<file path="src/sv/s2cal_pkg.sv">
`default_nettype none
// ----------------------------------------------------------------------------
// s2cal_pkg: shared types and constants for the seconds-to-calendar block
// Holds the mode codes, the reciprocal constants for the divide-by-constant
// stages and the table of month start days.
// ----------------------------------------------------------------------------
package s2cal_pkg;

  typedef enum logic [2:0] {
    MODE_TIME     = 3'd0,
    MODE_DATE     = 3'd1,
    MODE_MONTH    = 3'd2,
    MODE_YEAR     = 3'd3,
    MODE_TIME_HEX = 3'd4,
    MODE_DATE_HEX = 3'd5
  } mode_t;

  // 86400 = 128 * 675; the low seven bits of the count pass straight into
  // the time of day.
  localparam int unsigned DAY_SHIFT      = 7;
  localparam int unsigned DAY_ODD        = 675;
  localparam int unsigned SECS_PER_HOUR  = 3600;
  localparam int unsigned SECS_PER_MIN   = 60;
  localparam int unsigned DAYS_PER_CYCLE = 1461;
  localparam int unsigned DAYS_PER_WEEK  = 7;
  localparam int unsigned WEEKDAY_OFFSET = 6;
  localparam int unsigned DAYS_LEAP_YEAR = 366;
  localparam int unsigned DAYS_YEAR      = 365;
  localparam int unsigned GREG_SKIP_YEAR = 100;

  // Floor reciprocals: quotient estimate is exact or one too small.
  localparam int unsigned RCP_DAY_SH   = 35;
  localparam logic [25:0] RCP_DAY      = 26'd50903316;  // 2^35 / 675
  localparam int unsigned RCP_HOUR_SH  = 29;
  localparam logic [17:0] RCP_HOUR     = 18'd149130;    // 2^29 / 3600
  localparam int unsigned RCP_CYCLE_SH = 32;
  localparam logic [21:0] RCP_CYCLE    = 22'd2939744;   // 2^32 / 1461
  localparam int unsigned RCP_WEEK_SH  = 19;
  localparam logic [16:0] RCP_WEEK     = 17'd74898;     // 2^19 / 7
  localparam int unsigned RCP_MIN_SH   = 18;
  localparam logic [12:0] RCP_MIN      = 13'd4369;      // 2^18 / 60

  localparam logic [3:0] FIRST_MONTH = 4'd1;
  localparam logic [3:0] LAST_SLOT   = 4'd13;

  // Days of the year that come before the first day of month m. Slot 13
  // exists because a 366-day year with a short February runs past December.
  function automatic logic [8:0] month_start(input logic [3:0] m, input logic leap);
    logic [8:0] l;
    begin
      l = {8'd0, leap};
      case (m)
        4'd1:    month_start = 9'd0;
        4'd2:    month_start = 9'd31;
        4'd3:    month_start = 9'd59 + l;
        4'd4:    month_start = 9'd90 + l;
        4'd5:    month_start = 9'd120 + l;
        4'd6:    month_start = 9'd151 + l;
        4'd7:    month_start = 9'd181 + l;
        4'd8:    month_start = 9'd212 + l;
        4'd9:    month_start = 9'd243 + l;
        4'd10:   month_start = 9'd273 + l;
        4'd11:   month_start = 9'd304 + l;
        4'd12:   month_start = 9'd334 + l;
        4'd13:   month_start = 9'd365 + l;
        default: month_start = 9'd0;
      endcase
    end
  endfunction

endpackage
`default_nettype wire

</file>
<file path="src/sv/seconds_to_calendar_top.sv">
`default_nettype none
// ----------------------------------------------------------------------------
// seconds_to_calendar_top: epoch seconds to time of day and calendar date
// Splits a 32-bit seconds count into time of day, weekday, year offset,
// month and day, and returns one packed value chosen by the mode.
// ----------------------------------------------------------------------------
// Usage:
// The item channel carries epoch_seconds and mode; an item is taken at a
// rising edge where item_valid is high and item_stall is low. The result
// channel carries packed_value and the broken-down fields under result_valid
// and result_stall in the same way.
// The block is an eleven-register pipeline: the input register, nine work
// stages and the result register. One item is taken every cycle for as
// long as the receiver takes results. Each divide-by-constant step
// (reciprocal multiply, then a subtract, then a single compare-and-correct)
// is spread over successive stages, which sets the stage count.
// A synchronous reset clears all valid bits; the pipeline is then empty and
// ready at once. When the receiver stalls with a result waiting, every stage
// holds and item_stall rises in the same cycle, so the waiting result and
// all items in flight stay put until the stall drops.
// A count of zero gives a packed value of zero in every mode, with day 1,
// month 1 and weekday 6. Both hex modes and the unused codes give zero.
// ----------------------------------------------------------------------------
module seconds_to_calendar_top (
  input  logic        clk,
  input  logic        rst,
  input  logic        item_valid,
  output logic        item_stall,
  input  logic [31:0] epoch_seconds,
  input  logic [2:0]  mode,
  output logic        result_valid,
  input  logic        result_stall,
  output logic [18:0] packed_value,
  output logic [5:0]  second_out,
  output logic [5:0]  minute_out,
  output logic [4:0]  hour_out,
  output logic [4:0]  day_out,
  output logic [3:0]  month_out,
  output logic [2:0]  weekday_out,
  output logic [7:0]  year_out
);
  import s2cal_pkg::*;

  // The whole pipeline moves as one: it advances unless a finished result
  // is waiting on a stalled receiver. Bubbles travel along with the items.
  logic adv;
  assign adv        = !result_valid || !result_stall;
  assign item_stall = !adv;

  // Valid, mode and zero-count flags ride along the stages beside the data.
  logic [10:1]      vld;
  logic [2:0]       mode_p [1:10];
  logic [10:2]      zero_p;
  logic [31:0]      s1_secs;

  always_ff @(posedge clk) begin
    if (rst) begin
      vld          <= '0;
      result_valid <= 1'b0;
    end else if (adv) begin
      vld          <= {vld[9:1], item_valid};
      result_valid <= vld[10];
    end
  end

  always_ff @(posedge clk) begin
    if (adv) begin
      mode_p[1] <= mode;
      for (int i = 2; i <= 10; i++) begin
        mode_p[i] <= mode_p[i-1];
      end
      zero_p <= {zero_p[9:2], (s1_secs == 32'd0)};
    end
  end

  // ---------------------------------------------------------------- stage 1
  always_ff @(posedge clk) begin
    if (adv) begin
      s1_secs <= epoch_seconds;
    end
  end

  // ---------------------------------------------------------------- stage 2
  // Day estimate: (secs >> 7) / 675 by reciprocal multiply.
  logic [50:0] day_prod;
  logic [31:0] s2_secs;
  logic [15:0] s2_q0;
  assign day_prod = {26'd0, s1_secs[31:DAY_SHIFT]} * {25'd0, RCP_DAY};

  always_ff @(posedge clk) begin
    if (adv) begin
      s2_secs <= s1_secs;
      s2_q0   <= day_prod[RCP_DAY_SH +: 16];
    end
  end

  // ---------------------------------------------------------------- stage 3
  logic [25:0] day_rem;
  logic [6:0]  s3_low;
  logic [15:0] s3_q0;
  logic [10:0] s3_r0;
  assign day_rem = {1'b0, s2_secs[31:DAY_SHIFT]} - ({10'd0, s2_q0} * 26'(DAY_ODD));

  always_ff @(posedge clk) begin
    if (adv) begin
      s3_low <= s2_secs[DAY_SHIFT-1:0];
      s3_q0  <= s2_q0;
      s3_r0  <= day_rem[10:0];
    end
  end

  // ---------------------------------------------------------------- stage 4
  // Correct the day estimate; the remainder times 128 plus the low bits is
  // the second of the day.
  logic        day_fix;
  logic [10:0] day_rl;
  logic [15:0] s4_days;
  logic [16:0] s4_tod;
  assign day_fix = (s3_r0 >= 11'(DAY_ODD));
  assign day_rl  = day_fix ? (s3_r0 - 11'(DAY_ODD)) : s3_r0;

  always_ff @(posedge clk) begin
    if (adv) begin
      s4_days <= day_fix ? (s3_q0 + 16'd1) : s3_q0;
      s4_tod  <= {day_rl[9:0], s3_low};
    end
  end

  // ---------------------------------------------------------------- stage 5
  // Three independent quotient estimates: hour, 4-year cycle and week.
  logic [34:0] hour_prod;
  logic [37:0] cyc_prod;
  logic [32:0] week_prod;
  logic [15:0] week_days;
  assign week_days = s4_days + 16'(WEEKDAY_OFFSET);
  assign hour_prod = {18'd0, s4_tod} * {17'd0, RCP_HOUR};
  assign cyc_prod  = {22'd0, s4_days} * {16'd0, RCP_CYCLE};
  assign week_prod = {17'd0, week_days} * {16'd0, RCP_WEEK};

  logic [15:0] s5_days;
  logic [16:0] s5_tod;
  logic [5:0]  s5_hq0;
  logic [5:0]  s5_cq0;
  logic [13:0] s5_wq0;
  always_ff @(posedge clk) begin
    if (adv) begin
      s5_days <= s4_days;
      s5_tod  <= s4_tod;
      s5_hq0  <= hour_prod[RCP_HOUR_SH +: 6];
      s5_cq0  <= cyc_prod[RCP_CYCLE_SH +: 6];
      s5_wq0  <= week_prod[RCP_WEEK_SH +: 14];
    end
  end

  // ---------------------------------------------------------------- stage 6
  logic [17:0] hour_rem;
  logic [15:0] cyc_rem;
  logic [15:0] week_rem;
  assign hour_rem = {1'b0, s5_tod} - ({12'd0, s5_hq0} * 18'(SECS_PER_HOUR));
  assign cyc_rem  = s5_days - ({10'd0, s5_cq0} * 16'(DAYS_PER_CYCLE));
  assign week_rem = (s5_days + 16'(WEEKDAY_OFFSET)) - ({2'd0, s5_wq0} * 16'(DAYS_PER_WEEK));

  logic [5:0]  s6_hq0;
  logic [5:0]  s6_cq0;
  logic [12:0] s6_hr0;
  logic [11:0] s6_cr0;
  logic [3:0]  s6_wr0;
  always_ff @(posedge clk) begin
    if (adv) begin
      s6_hq0 <= s5_hq0;
      s6_cq0 <= s5_cq0;
      s6_hr0 <= hour_rem[12:0];
      s6_cr0 <= cyc_rem[11:0];
      s6_wr0 <= week_rem[3:0];
    end
  end

  // ---------------------------------------------------------------- stage 7
  logic        hour_fix;
  logic        cyc_fix;
  logic [12:0] hrem_c;
  logic [11:0] cr_c;
  logic [3:0]  wr_c;
  logic [5:0]  hour_c;
  assign hour_fix = (s6_hr0 >= 13'(SECS_PER_HOUR));
  assign cyc_fix  = (s6_cr0 >= 12'(DAYS_PER_CYCLE));
  assign hrem_c   = hour_fix ? (s6_hr0 - 13'(SECS_PER_HOUR)) : s6_hr0;
  assign cr_c     = cyc_fix ? (s6_cr0 - 12'(DAYS_PER_CYCLE)) : s6_cr0;
  assign wr_c     = (s6_wr0 >= 4'(DAYS_PER_WEEK)) ? (s6_wr0 - 4'(DAYS_PER_WEEK)) : s6_wr0;
  assign hour_c   = hour_fix ? (s6_hq0 + 6'd1) : s6_hq0;

  logic [4:0]  s7_hour;
  logic [11:0] s7_hrem;
  logic [5:0]  s7_cyc;
  logic [10:0] s7_cr;
  logic [2:0]  s7_wday;
  always_ff @(posedge clk) begin
    if (adv) begin
      s7_hour <= hour_c[4:0];
      s7_hrem <= hrem_c[11:0];
      s7_cyc  <= cyc_fix ? (s6_cq0 + 6'd1) : s6_cq0;
      s7_cr   <= cr_c[10:0];
      s7_wday <= wr_c[2:0];
    end
  end

  // ---------------------------------------------------------------- stage 8
  // Minute estimate, and the year within the cycle: the first year of each
  // cycle has 366 days, the other three 365.
  logic [24:0] min_prod;
  logic [1:0]  yy;
  logic [10:0] yy_base;
  assign min_prod = {13'd0, s7_hrem} * {12'd0, RCP_MIN};

  always_comb begin
    if (s7_cr < 11'(DAYS_LEAP_YEAR)) begin
      yy      = 2'd0;
      yy_base = 11'd0;
    end else if (s7_cr < 11'(DAYS_LEAP_YEAR + DAYS_YEAR)) begin
      yy      = 2'd1;
      yy_base = 11'(DAYS_LEAP_YEAR);
    end else if (s7_cr < 11'(DAYS_LEAP_YEAR + 2 * DAYS_YEAR)) begin
      yy      = 2'd2;
      yy_base = 11'(DAYS_LEAP_YEAR + DAYS_YEAR);
    end else begin
      yy      = 2'd3;
      yy_base = 11'(DAYS_LEAP_YEAR + 2 * DAYS_YEAR);
    end
  end

  logic [10:0] doy_full;
  assign doy_full = s7_cr - yy_base;

  logic [4:0]  s8_hour;
  logic [11:0] s8_hrem;
  logic [5:0]  s8_mq0;
  logic [2:0]  s8_wday;
  logic [7:0]  s8_year;
  logic [8:0]  s8_doy;
  always_ff @(posedge clk) begin
    if (adv) begin
      s8_hour <= s7_hour;
      s8_hrem <= s7_hrem;
      s8_mq0  <= min_prod[RCP_MIN_SH +: 6];
      s8_wday <= s7_wday;
      s8_year <= {s7_cyc, 2'b00} + {6'd0, yy};
      s8_doy  <= doy_full[8:0];
    end
  end

  // ---------------------------------------------------------------- stage 9
  // Minute and second, and the month by comparing the day of the year with
  // every month start at once. February follows the Gregorian test on the
  // year offset, which within range fails only at offset 100.
  logic [11:0] min_rem;
  logic [6:0]  mr0;
  logic        min_fix;
  logic [6:0]  sec_c;
  logic        leap;
  logic [8:0]  dom;
  logic [3:0]  month_c;
  assign min_rem = s8_hrem - ({6'd0, s8_mq0} * 12'(SECS_PER_MIN));
  assign mr0     = min_rem[6:0];
  assign min_fix = (mr0 >= 7'(SECS_PER_MIN));
  assign sec_c   = min_fix ? (mr0 - 7'(SECS_PER_MIN)) : mr0;
  assign leap    = (s8_year[1:0] == 2'd0) && (s8_year != 8'(GREG_SKIP_YEAR));
  assign dom     = s8_doy + 9'd1;

  always_comb begin
    month_c = FIRST_MONTH;
    for (int k = 2; k <= int'(LAST_SLOT); k++) begin
      if (dom > month_start(4'(k), leap)) begin
        month_c = month_c + 4'd1;
      end
    end
  end

  logic [4:0] s9_hour;
  logic [5:0] s9_minute;
  logic [5:0] s9_second;
  logic [2:0] s9_wday;
  logic [7:0] s9_year;
  logic [3:0] s9_month;
  logic [8:0] s9_dom;
  logic       s9_leap;
  always_ff @(posedge clk) begin
    if (adv) begin
      s9_hour   <= s8_hour;
      s9_minute <= min_fix ? (s8_mq0 + 6'd1) : s8_mq0;
      s9_second <= sec_c[5:0];
      s9_wday   <= s8_wday;
      s9_year   <= s8_year;
      s9_month  <= month_c;
      s9_dom    <= dom;
      s9_leap   <= leap;
    end
  end

  // --------------------------------------------------------------- stage 10
  logic [8:0] day_full;
  assign day_full = s9_dom - month_start(s9_month, s9_leap);

  logic [4:0] s10_hour;
  logic [5:0] s10_minute;
  logic [5:0] s10_second;
  logic [2:0] s10_wday;
  logic [7:0] s10_year;
  logic [3:0] s10_month;
  logic [4:0] s10_day;
  always_ff @(posedge clk) begin
    if (adv) begin
      s10_hour   <= s9_hour;
      s10_minute <= s9_minute;
      s10_second <= s9_second;
      s10_wday   <= s9_wday;
      s10_year   <= s9_year;
      s10_month  <= s9_month;
      s10_day    <= day_full[4:0];
    end
  end

  // ----------------------------------------------------------- result stage
  // A zero count forces the packed value to zero in every mode.
  logic [18:0] packed_c;
  always_comb begin
    case (mode_t'(mode_p[10]))
      MODE_TIME:     packed_c = ({14'd0, s10_hour} * 19'd10000)
                              + ({13'd0, s10_minute} * 19'd100)
                              + {13'd0, s10_second};
      MODE_DATE:     packed_c = ({14'd0, s10_day} * 19'd10000)
                              + ({15'd0, s10_month} * 19'd100)
                              + {11'd0, s10_year};
      MODE_MONTH:    packed_c = {15'd0, s10_month};
      MODE_YEAR:     packed_c = {11'd0, s10_year};
      MODE_TIME_HEX,
      MODE_DATE_HEX: packed_c = '0;
      default:       packed_c = '0;
    endcase
    if (zero_p[10]) begin
      packed_c = '0;
    end
  end

  always_ff @(posedge clk) begin
    if (adv) begin
      packed_value <= packed_c;
      second_out   <= s10_second;
      minute_out   <= s10_minute;
      hour_out     <= s10_hour;
      day_out      <= s10_day;
      month_out    <= s10_month;
      weekday_out  <= s10_wday;
      year_out     <= s10_year;
    end
  end

endmodule
`default_nettype wire

</file>
<file path="config.mk">
export PLATFORM = sky130hd
export DESIGN_NAME = seconds_to_calendar_top
export DESIGN_NICKNAME = d
export VERILOG_FILES = /design/src/sv/s2cal_pkg.sv /design/src/sv/seconds_to_calendar_top.sv
export SDC_FILE = /design/constraint.sdc
export NUM_CORES = 2
export LEC_CHECK = 0
export ABC_AREA = 1
export BUFFER_PORTS_ARGS = -buffer_cell sky130_fd_sc_hd__buf_2
export CELL_PAD_IN_SITES_DETAIL_PLACEMENT = 0
export CELL_PAD_IN_SITES_GLOBAL_PLACEMENT = 1
export CORE_MARGIN = 2
export CORE_UTILIZATION = 53
export CTS_CLUSTER_DIAMETER = 200
export CTS_CLUSTER_SIZE = 12
export DETAILED_ROUTE_END_ITERATION = 10
export PLACE_DENSITY = 0.89
export SLEW_MARGIN = 20
export SYNTH_ARGS = -nofsm -noshare
export SYNTH_HDL_FRONTEND = slang
export SYNTH_SLANG_ARGS = --single-unit
</file>
<file path="constraint.sdc">
create_clock -name clk -period 16.6 [get_ports clk]
set_input_delay 1.66 -clock clk [delete_from_list [all_inputs] [get_ports clk]]
set_output_delay 1.66 -clock clk [all_outputs]
set_load 0.01 [all_outputs]
</file>
==> out/results.ini <==
[outcome]
status = finished clean

[job]
maxCapViolCount = 0

[floorplanning]
start_util = 0.5355
die_w_um = 297.5
io_pins = 97
std_cell_rows = 107
core_area_um2 = 85280
dieHeight_um = 297.5
dieArea_um2 = 88530

[synthesis]
synth-edff-count = 459
synthAdderAreaFrac = 0.4368
yosysTopAreaCellShare = 0.3018
synth_area_um2 = 45670
synth_compound_area_frac = 0.05397
synth_warnings = 0
yosys.area.top_type = edfxtp_1
synth_top_family_by_area = adder cells
avgSynthCellArea_um2 = 10.87
async_flop_share = 0
synth_seq_area_share = 0.3066
ys_ff_latch = 470
synth_area_leaders = edfxtp_1 (30%), ha_1 (26%), fa_1 (18%)
synthMuxAreaShare = 0.0007397
yosys.area_share.xor_xnor = 0.04293
syn-num-nets = 5588
ys_types = 66
synth_cells = 4202
synth_ff_type = edfxtp_1
synthSimpleGateAreaFrac = 0.08337

[detailed_routing]
antenna_left = 0
via_per_inst = 5.193
vias = 28530
drtIter0Drc = 1164
routed_wl_mm = 85.49
drtPass1Iterations = 5
post-route-drc-count = 0
wire_per_inst_um = 15.56

[critical_path]
arrival_ns = 7.41
critPathMaxStageDelay_ns = 0.51
reg2reg_from = s8_doy[0]
critPathKind = register to register
required_ns = 16.94
cp_max_fo = 8
rr_endpoint = s9_month[1]
critPathLaunch = s8_doy[0]
endpoint_kind = register
startpoint_type = register
r2r_slack_ns = 9.53
worstRegToRegCells = 47
cp_slowest_cell = edfxtp_1
cp_common_cell = nand2_1

[placed_design]
port_buffers = 96
hpwl_mm = 69.83
gp_congestion = 0.9027
place_area_um2 = 47590

[timing]
finalCritPeriodShare = 0.4260
final_hold_viol_count = 0
rsz0062_at_grt = false
setup-violations-final = 0
setup_tns_ns = 0
slew_violations = 0
whs_ns = 0.4081
slew-limit-headroom = 0.3310
worstMarginPinSlew_ns = 1.003
finalCriticalPeriod_ns = 7.071
fin_skew_ns = 0.02688
clock.fmax_mhz = 141.4

[clocking]
clkLatencyLatePin_ns = 0.60
cts_tree = built
clockBufferDepth = 3
cts_hold_buf = 0
htreeDepth = 2
cts_root_buf = clkbuf_16
clock_sinks = 470
cts_resized = 0
cts_setup_buffers = 0
clk_pin_slew_worst_paths_ns = 0.07
cts_inserted_buffers = 45

[final_layout]
final_common_cell = ha_1
final_cell_mix = ha_1 (935), inv_1 (893), edfxtp_1 (459)
layout-drive-gt1-share = 0.06000
finish.instance_area_um2 = 48820
diodes = 0
nNetsFinal = 5724
areaGrowthSynthToFinish_pct = 6.893

[grt]
grt_pass1_vias = 29910
grt.overflow.total = 0
grt_max_degree = 187
grt_pass1_wl_mm = 144.7
grtUsageTotal = 0.2002
antenna_found_initial = 1

[hold_path]
min_to = s10_second[1]
hold_depth = 0
hp-class = register to register
hp-start = s9_second[1]

[flip-flops by register name, indices dropped and copies added (netlist names), 12 cells and up]
name and flops:
s7_hrem 12, s5_days 12, s2_secs 18, s4_tod 17, s4_days 16, s6_hr0 13, packed_value 19, s6_cr0 12
s3_q0 16, s5_tod 13, s1_secs 32, s2_q0 16, mode_p 30
[cell usage after synthesis (11+ instances only)]
library cell and n:
dfxtp_1 11, edfxtp_1 459, o21ai_0 105, xnor2_1 81
or2_2 13, o21bai_1 14, nand2_1 383, o211ai_1 11
nor3_1 26, inv_2 12, nand3_2 13, fa_1 412
inv_1 893, ha_1 935, a21oi_1 217, nor2_1 173
a31oi_1 17, nand3_1 82, nand4_1 35, nand2_2 30
xor2_1 141, nand2_4 13
[cells by family after synthesis]
| family | Yosys count |
|---|---|
| AO/OA/AOI/OAI | 430 |
| AND/OR/NAND/NOR | 810 |
| buffers and inverters | 919 |
| flip-flops | 470 |
| multiplexers | 3 |
| adder cells (fa/ha/maj) | 1347 |
| XOR/XNOR | 223 |
[area by class of cell]
class                      instances  area (um^2)
sequential                       470        14000
inverter                         907         3405
clock inverter                     3        57.56
tap                             1144         1431
clock buffer                      56         1167
timing repair buffer             101        530.5
multi-input combinational       2813        28220
fill                            7189        36470
[per-layer routing]
metal	vias up	part of all wire	global-route usage
met5	-	0	0
met4	0	0.024	0.05339
met3	132	0.034	0.02228
met2	451	0.51	0.3639
met1	13760	0.43	0.2521
li1	14190	-	-
[metrics by stage]
step | utilization | std cells | setup WS, ns
global placement | 0.5580 | 5435 | 9.660
finish | 0.5724 | 5494 | 9.529
global route | 0.5724 | 5494 | 8.826
detailed placement | 0.5580 | 5435 | 9.555
floorplan | - | 4202 | 1.291
CTS | 0.5724 | 5494 | 9.540
[worst max-delay path: cells and delay by family, from the launching register on]
kind | cells | cell delay (ns)
simple gates | 26 | 2.68
fa+ha+maj | 8 | 2.40
buf+inv | 10 | 0.75
flops | 1 | 0.51
compound gates | 3 | 0.46
[worst max-delay path by stage]
stage	to	slack (ns)	cells past startpoint
floorplan	day_out[0]	1.29	2
global placement	s9_month[1]	9.66	47
detailed placement	s9_month[1]	9.56	47
CTS	s9_month[1]	9.54	47
global route	s9_month[1]	8.83	47
finish	s9_month[1]	9.53	47
Power is not shown: default switching activity piles up to over one toggle a cycle in this logic, so the estimate is an artifact.
